[config.mk]
export PLATFORM = sky130hd
export DESIGN_NAME = json_string_unescape
export DESIGN_NICKNAME = d
export VERILOG_FILES = /design/src/rtl/jsu_pkg.sv /design/src/rtl/jsu_front.sv /design/src/rtl/jsu_queue.sv /design/src/rtl/jsu_back.sv /design/src/rtl/json_string_unescape.sv
export SDC_FILE = /design/constraint.sdc
export NUM_CORES = 1
export LEC_CHECK = 0
export BUFFER_PORTS_ARGS = -buffer_cell sky130_fd_sc_hd__buf_2
export CORE_MARGIN = 1
export CORE_UTILIZATION = 50
export CTS_CLUSTER_DIAMETER = 150
export DETAILED_ROUTE_END_ITERATION = 8
export GPL_TIMING_DRIVEN = 1
export PLACE_DENSITY = 0.67
export SYNTH_ARGS = -nofsm -noshare
export SYNTH_HDL_FRONTEND = slang
export SYNTH_SLANG_ARGS = --single-unit
[constraint.sdc]
create_clock -name clk -period 3.8 [get_ports clk]
set_input_delay 0.76 -clock clk [delete_from_list [all_inputs] [get_ports clk]]
set_output_delay 0.76 -clock clk [all_outputs]
set_load 0.1 [all_outputs]
[src/rtl/jsu_pkg.sv]
// Shared types and constants for the JSON string unescaper.
package jsu_pkg;

    localparam int JSU_QUEUE_DEPTH = 4;

    typedef enum logic [2:0] {
        PH_IDLE   = 3'd0,
        PH_STRING = 3'd1,
        PH_ESCAPE = 3'd2,
        PH_HEX1   = 3'd3,
        PH_HEX2   = 3'd4,
        PH_HEX3   = 3'd5,
        PH_HEX4   = 3'd6
    } phase_t;

    typedef enum logic [1:0] {
        KIND_BYTE  = 2'd0,
        KIND_DONE  = 2'd1,
        KIND_ERROR = 2'd2
    } kind_t;

    // Work for the back end: one to three results of the same kind.
    typedef struct packed {
        logic [1:0] nres;
        kind_t      kind;
        logic [7:0] byte0;
        logic [7:0] byte1;
        logic [7:0] byte2;
    } cmd_t;

endpackage

[src/rtl/jsu_front.sv]
// Front end: parser state machine that turns text items into result commands.
module jsu_front (
    input  logic          clk,
    input  logic          rst_n,
    input  logic          accept,
    input  logic [7:0]    text_byte,
    input  logic          text_ended,
    output logic          push,
    output jsu_pkg::cmd_t cmd
);
    import jsu_pkg::*;

    localparam logic [7:0] CH_QUOTE = 8'h22;
    localparam logic [7:0] CH_BSL   = 8'h5C;
    localparam logic [7:0] CH_SPACE = 8'h20;

    phase_t      phase_reg, phase_next;
    logic [15:0] cp_reg, cp_next;

    logic [4:0]  hex;
    logic [15:0] cp_new;

    // Hex digit value, bit 4 set when the byte is not a hex digit.
    function automatic logic [4:0] hex_value(input logic [7:0] c);
        logic [4:0] v;
        v = 5'h10;
        if (c >= 8'h30 && c <= 8'h39) v = {1'b0, c[3:0]};
        else if ((c >= 8'h61 && c <= 8'h66) || (c >= 8'h41 && c <= 8'h46))
            v = {1'b0, c[3:0] + 4'd9};
        return v;
    endfunction

    assign hex    = hex_value(text_byte);
    assign cp_new = {cp_reg[11:0], hex[3:0]};

    always_ff @(posedge clk or negedge rst_n)
    begin
        if (!rst_n)
        begin
            phase_reg <= PH_IDLE;
            cp_reg    <= '0;
        end
        else
        begin
            phase_reg <= phase_next;
            cp_reg    <= cp_next;
        end
    end

    always_comb
    begin
        phase_next = phase_reg;
        cp_next    = cp_reg;
        push       = 1'b0;
        cmd        = '{nres: 2'd1, kind: KIND_ERROR, byte0: 8'h00, byte1: 8'h00,
                       byte2: 8'h00};
        if (accept)
        begin
            if (text_ended)
            begin
                phase_next = PH_IDLE;
                cp_next    = '0;
                push       = 1'b1;
            end
            else
            begin
                unique case (phase_reg)
                    PH_STRING:
                    begin
                        if (text_byte == CH_QUOTE)
                        begin
                            phase_next = PH_IDLE;
                            push       = 1'b1;
                            cmd.kind   = KIND_DONE;
                        end
                        else if (text_byte == CH_BSL)
                        begin
                            phase_next = PH_ESCAPE;
                        end
                        else if (text_byte < CH_SPACE)
                        begin
                            phase_next = PH_IDLE;
                            cp_next    = '0;
                            push       = 1'b1;
                        end
                        else
                        begin
                            push      = 1'b1;
                            cmd.kind  = KIND_BYTE;
                            cmd.byte0 = text_byte;
                        end
                    end
                    PH_ESCAPE:
                    begin
                        push       = 1'b1;
                        cmd.kind   = KIND_BYTE;
                        phase_next = PH_STRING;
                        case (text_byte)
                            8'h22:   cmd.byte0 = 8'h22;
                            8'h5C:   cmd.byte0 = 8'h5C;
                            8'h2F:   cmd.byte0 = 8'h2F;
                            8'h62:   cmd.byte0 = 8'h08;
                            8'h66:   cmd.byte0 = 8'h0C;
                            8'h6E:   cmd.byte0 = 8'h0A;
                            8'h72:   cmd.byte0 = 8'h0D;
                            8'h74:   cmd.byte0 = 8'h09;
                            8'h75:
                            begin
                                push       = 1'b0;
                                cp_next    = '0;
                                phase_next = PH_HEX1;
                            end
                            default:
                            begin
                                cmd.kind   = KIND_ERROR;
                                phase_next = PH_IDLE;
                                cp_next    = '0;
                            end
                        endcase
                    end
                    PH_HEX1, PH_HEX2, PH_HEX3, PH_HEX4:
                    begin
                        if (hex[4])
                        begin
                            phase_next = PH_IDLE;
                            cp_next    = '0;
                            push       = 1'b1;
                        end
                        else
                        begin
                            cp_next = cp_new;
                            if (phase_reg != PH_HEX4)
                            begin
                                phase_next = phase_t'(phase_reg + 3'd1);
                            end
                            else
                            begin
                                phase_next = PH_STRING;
                                push       = 1'b1;
                                cmd.kind   = KIND_BYTE;
                                if (cp_new[15:7] == '0)
                                begin
                                    cmd.byte0 = cp_new[7:0];
                                end
                                else if (cp_new[15:11] == '0)
                                begin
                                    cmd.nres  = 2'd2;
                                    cmd.byte0 = {3'b110, cp_new[10:6]};
                                    cmd.byte1 = {2'b10, cp_new[5:0]};
                                end
                                else
                                begin
                                    cmd.nres  = 2'd3;
                                    cmd.byte0 = {4'hE, cp_new[15:12]};
                                    cmd.byte1 = {2'b10, cp_new[11:6]};
                                    cmd.byte2 = {2'b10, cp_new[5:0]};
                                end
                            end
                        end
                    end
                    default:
                    begin
                        // idle, and the unused phase code
                        if (text_byte == CH_QUOTE)
                        begin
                            phase_next = PH_STRING;
                            cp_next    = '0;
                        end
                        else
                        begin
                            phase_next = PH_IDLE;
                            cp_next    = '0;
                            push       = 1'b1;
                        end
                    end
                endcase
            end
        end
    end

endmodule

[src/rtl/jsu_queue.sv]
// Short register queue of result commands between front and back end.
module jsu_queue #(
    parameter int DEPTH = jsu_pkg::JSU_QUEUE_DEPTH
) (
    input  logic          clk,
    input  logic          rst_n,
    input  logic          push,
    input  jsu_pkg::cmd_t push_cmd,
    output logic          full,
    input  logic          pop,
    output logic          not_empty,
    output jsu_pkg::cmd_t head
);
    import jsu_pkg::*;

    localparam int PTR_W = (DEPTH > 1) ? $clog2(DEPTH) : 1;
    localparam int CNT_W = $clog2(DEPTH + 1);

    cmd_t             mem [DEPTH];
    logic [PTR_W-1:0] wr_ptr_reg, wr_ptr_next;
    logic [PTR_W-1:0] rd_ptr_reg, rd_ptr_next;
    logic [CNT_W-1:0] count_reg, count_next;
    logic             do_push, do_pop;

    assign full      = (count_reg == CNT_W'(DEPTH));
    assign not_empty = (count_reg != '0);
    assign do_push   = push && !full;
    assign do_pop    = pop && not_empty;
    assign head      = mem[rd_ptr_reg];

    always_comb
    begin
        wr_ptr_next = wr_ptr_reg;
        rd_ptr_next = rd_ptr_reg;
        count_next  = count_reg;
        if (do_push)
            wr_ptr_next = (wr_ptr_reg == PTR_W'(DEPTH - 1)) ? '0 : wr_ptr_reg + PTR_W'(1);
        if (do_pop)
            rd_ptr_next = (rd_ptr_reg == PTR_W'(DEPTH - 1)) ? '0 : rd_ptr_reg + PTR_W'(1);
        if (do_push && !do_pop)
            count_next = count_reg + CNT_W'(1);
        else if (do_pop && !do_push)
            count_next = count_reg - CNT_W'(1);
    end

    always_ff @(posedge clk or negedge rst_n)
    begin
        if (!rst_n)
        begin
            wr_ptr_reg <= '0;
            rd_ptr_reg <= '0;
            count_reg  <= '0;
        end
        else
        begin
            wr_ptr_reg <= wr_ptr_next;
            rd_ptr_reg <= rd_ptr_next;
            count_reg  <= count_next;
        end
    end

    always_ff @(posedge clk)
    begin
        if (do_push)
            mem[wr_ptr_reg] <= push_cmd;
    end

endmodule

[src/rtl/jsu_back.sv]
// Back end: walks the head command and hands out its results one item at a time.
module jsu_back (
    input  logic          clk,
    input  logic          rst_n,
    input  logic          cmd_valid,
    input  jsu_pkg::cmd_t cmd,
    output logic          pop,
    output logic          m_valid,
    input  logic          m_ready,
    output logic [7:0]    m_byte,
    output logic [1:0]    m_kind,
    output logic          m_last
);
    import jsu_pkg::*;

    logic [1:0] idx_reg, idx_next;
    logic       take;

    assign m_valid = cmd_valid;
    assign m_kind  = cmd.kind;
    assign m_last  = (idx_reg == cmd.nres - 2'd1);
    assign take    = m_valid && m_ready;
    assign pop     = take && m_last;

    always_comb
    begin
        case (idx_reg)
            2'd0:    m_byte = cmd.byte0;
            2'd1:    m_byte = cmd.byte1;
            default: m_byte = cmd.byte2;
        endcase
    end

    always_comb
    begin
        idx_next = idx_reg;
        if (take)
            idx_next = m_last ? 2'd0 : idx_reg + 2'd1;
    end

    always_ff @(posedge clk or negedge rst_n)
    begin
        if (!rst_n)
            idx_reg <= '0;
        else
            idx_reg <= idx_next;
    end

endmodule

[src/rtl/json_string_unescape.sv]
// Top level of the JSON string unescaper: parser front end, command queue, result back end.
//
//  channel   | dir | tdata            | tuser            | tlast
//  s_axis    | in  | [7:0] text_byte  | [0] text_ended   | -
//  m_axis    | out | [7:0] out_byte   | [1:0] result_kind| last_of_run
//
// One text item is taken per cycle while the command queue has room; the parser
// state updates in that cycle and its command is offered once it reaches the queue head.
// Each item yields zero to three results, sent one per cycle while m_axis_tready
// is high, so a three-byte UTF-8 code point goes out as three results.
// Input stalls only while the queue holds QUEUE_DEPTH commands. Reset (rst_n low,
// asynchronous) empties the queue and returns the parser to idle.
module json_string_unescape #(
    parameter int QUEUE_DEPTH = jsu_pkg::JSU_QUEUE_DEPTH
) (
    input  logic       clk,
    input  logic       rst_n,
    input  logic       s_axis_tvalid,
    output logic       s_axis_tready,
    input  logic [7:0] s_axis_tdata,   // [7:0] text_byte
    input  logic       s_axis_tuser,   // [0] text_ended
    output logic       m_axis_tvalid,
    input  logic       m_axis_tready,
    output logic [7:0] m_axis_tdata,   // [7:0] out_byte
    output logic [1:0] m_axis_tuser,   // [1:0] result_kind
    output logic       m_axis_tlast    // last_of_run
);
    import jsu_pkg::*;

    logic accept;
    logic push;
    cmd_t push_cmd;
    logic full;
    logic pop;
    logic not_empty;
    cmd_t head;

    // Input is taken whenever the queue has a free slot.
    assign s_axis_tready = !full;
    assign accept        = s_axis_tvalid && s_axis_tready;

    jsu_front u_front (
        .clk        (clk),
        .rst_n      (rst_n),
        .accept     (accept),
        .text_byte  (s_axis_tdata),
        .text_ended (s_axis_tuser),
        .push       (push),
        .cmd        (push_cmd)
    );

    jsu_queue #(
        .DEPTH (QUEUE_DEPTH)
    ) u_queue (
        .clk       (clk),
        .rst_n     (rst_n),
        .push      (push),
        .push_cmd  (push_cmd),
        .full      (full),
        .pop       (pop),
        .not_empty (not_empty),
        .head      (head)
    );

    jsu_back u_back (
        .clk       (clk),
        .rst_n     (rst_n),
        .cmd_valid (not_empty),
        .cmd       (head),
        .pop       (pop),
        .m_valid   (m_axis_tvalid),
        .m_ready   (m_axis_tready),
        .m_byte    (m_axis_tdata),
        .m_kind    (m_axis_tuser),
        .m_last    (m_axis_tlast)
    );

endmodule

==> metrics.csv <==
metric,value,unit
outcome,finished clean,
max-cap viol count,0,
Power Total,0.00544,W
Ant. Diodes,0,
worst skew pair latency,410,ps
syn_area_per_cell,13.8,um2
Top Usage Layer GRT,met2,
met2 Usage GRT,0.344,
Synth Instances,430,
maximum root-to-sink buffer count,2,
routed wire length,12.7,mm
Port Buf Inserts,25,
Area Growth Syn to Fin,15.4,%
RSZ-0062 raised after global routing,no,
GRT overflow,0,
sequential cell area,0.00360,mm2
Final Cycle Share,0.895,
final worst slack,398,ps
Leak,2.47,nW
largest cells by area after synthesis,"edfxtp_1 51%, dfrtp_1 10%, mux4_2 9.5%, ha_1 2.5%, nor2_1 2.5%",
share of cells above drive strength 1,0.238,
final HPWL from detailed placement,8.67,mm
post-synthesis register bit count,124,
CTS Root Cell,clkbuf_16,
hold buffers post-CTS,0,
DR vias,3787,
Die Y-Extent,111,um
final core occ,0.595,
Crit. End Element,output port,
CTS H-tree lvls,4,
Worst EP arrival,2640,ps
YS warnings,0,
gp weighted congestion,0.864,
Core Box Area,0.0115,mm2
Synth top area share,0.508,
"CTS clk-pin slew, worst paths",60,ps
# IOs,26,
Sw Share,0.391,
global-route wire length before repair,20.6,mm
synth unique cells,65,
GR Layer Usage met1,0.299,
ys flop type,edfxtp_1,
Post CTS Setup Buffer Count,0,
Pint,0.00331,W
min-delay worst type,in2async,
global-route met3 utilization,0.0519,
P_sw,0.00213,W
"Cell Count, Final, Fillers Out",626,
dpl cells,594,
initial antenna violation count,0,
Slew Limit Fails,0,
DR WL/cell,20.3,um
asr flop ratio synth,0.194,
pin count of the biggest net entering global routing,26,
vias in the first global route,3825,
setup TNS,0,ps
Final Critical Period,3400,ps
width of the die,111,um
PwrDens,797,mW/mm2
register area share after synthesis,0.609,
dpl ws,247,ps
worst-path maximum fanout,19,
max FFs per register,100,
final setup skew,10.5,ps
list of most frequent post-synthesis cells,"100 x edfxtp_1, 40 x nor2_1, 25 x mux4_2",
CTS tree,yes,
multi-input logic area,0.00215,mm2
post-CTS sizing,0,
total CTS buffers,17,
CTS sink count,124,
Startpoint Class,flop,
Flop pwr share,0.336,
worst-margin pin slew,737,ps
Initial Util,0.516,
Final setup viols,0,
initial drt markers,332,
Mapped Area,0.00592,mm2
Worst slew margin,0.504,
Clk pwr share,0.287,
Post-synth EDFFs,100,
most common cell in the synthesized netlist,edfxtp_1,
fill count,895,
"Hold Violations, Final",0,
drt drc,0,
post-route antenna net violation count,0,
required time of the critical path,3040,ps
fin nets,496,
GRT Util Overall,0.219,
Syn Nets,456,
fmax,0.294,GHz
Rows,39,
DR vias/cell,6.05,
power share of the combinational group,0.376,
WS Path Type,reg2out,
leading area contributor after synthesis,edfxtp_1,
1st-pass router iterations,5,
die area,0.0123,mm2
peak supply drop,0.871,mV
-- power by group through the flow --
stage               Sequential, W  Combinational [W]  Clock (W)
floorplan                 0.00179            0.00172          0
global placement          0.00184            0.00206          0
detailed placement        0.00186            0.00207          0
CTS                       0.00183            0.00208    0.00159
global route              0.00186            0.00217    0.00165
finish                    0.00183            0.00205    0.00156
-- layer usage --
metal / part of all wire / up-vias
met1: 0.45 / 1894
met2: 0.48 / 132
met4: 0.013 / 0
li1: - / 1748
met3: 0.060 / 13
met5: 0 / -
-- placed cells by master (no fill, tap or decap), types with 9 or more instances in the layout --
cell type and instances:
edfxtp_1 100, dfrtp_1 23, a22o_1 9, mux4_2 25
clkbuf_16 17, inv_1 20, a21oi_1 16, a22oi_1 10
nor3_1 13, ha_1 12, buf_2 25, nand3_1 10
buf_4 14, nand2_1 24, nor2_1 40
-- area by class of cell --
| class | instances | area share |
|---|---|---|
| clock buffers | 20 | 0.0684 |
| flip-flops and latches | 124 | 0.528 |
| multi-input cells | 268 | 0.315 |
| repair buffers | 39 | 0.0337 |
| clock inverters | 12 | 0.0176 |
| well taps | 143 | 0.0262 |
| inverters | 20 | 0.0110 |
-- stage by stage --
stage | instance area [um2] | hold WS, ps
finish | 6830 | 353
floorplan | 5920 | 448
detailed placement | 6240 | 487
global placement | 6240 | 468
CTS | 6830 | 357
global route | 6830 | 391
-- critical path: stages (launching register included) --
cell	delay, ps
dfrtp_2	570
buf_4	400
mux4_2	580
a22oi_1	240
o21ai_1	110
buf_2	320
-- final timing paths --
path,from,depth (start not counted),endpoint,slack (ps)
min in group clk,u_queue.count_reg[2],1,u_queue.count_reg[2],490
worst max register to register,u_queue.rd_ptr_reg[0],9,u_queue.count_reg[1],810
worst min-delay path,rst_n,1,u_back.idx_reg[1],350
worst max-delay path,u_queue.rd_ptr_reg[0],5,m_axis_tdata[3],400
worst min register to register,u_queue.count_reg[2],1,u_queue.count_reg[2],490
max in group asynchronous,rst_n,1,u_queue.rd_ptr_reg[0],3020
-- kinds of logic (layout without fill, tap and decap cells) --
group                    after synthesis  count (layout)  share of synthesized area
AO/OA/AOI/OAI                         81              81                     0.0983
XOR/XNOR                               4               4                    0.00592
adder cells (fa/ha/maj)               13              13                     0.0288
buffers and inverters                 38              91                     0.0273
flip-flops                           124             124                      0.609
multiplexers                          34              34                      0.112
AND/OR/NAND/NOR                      136             136                      0.119
Note: power is estimated with default switching activity, not from simulation.
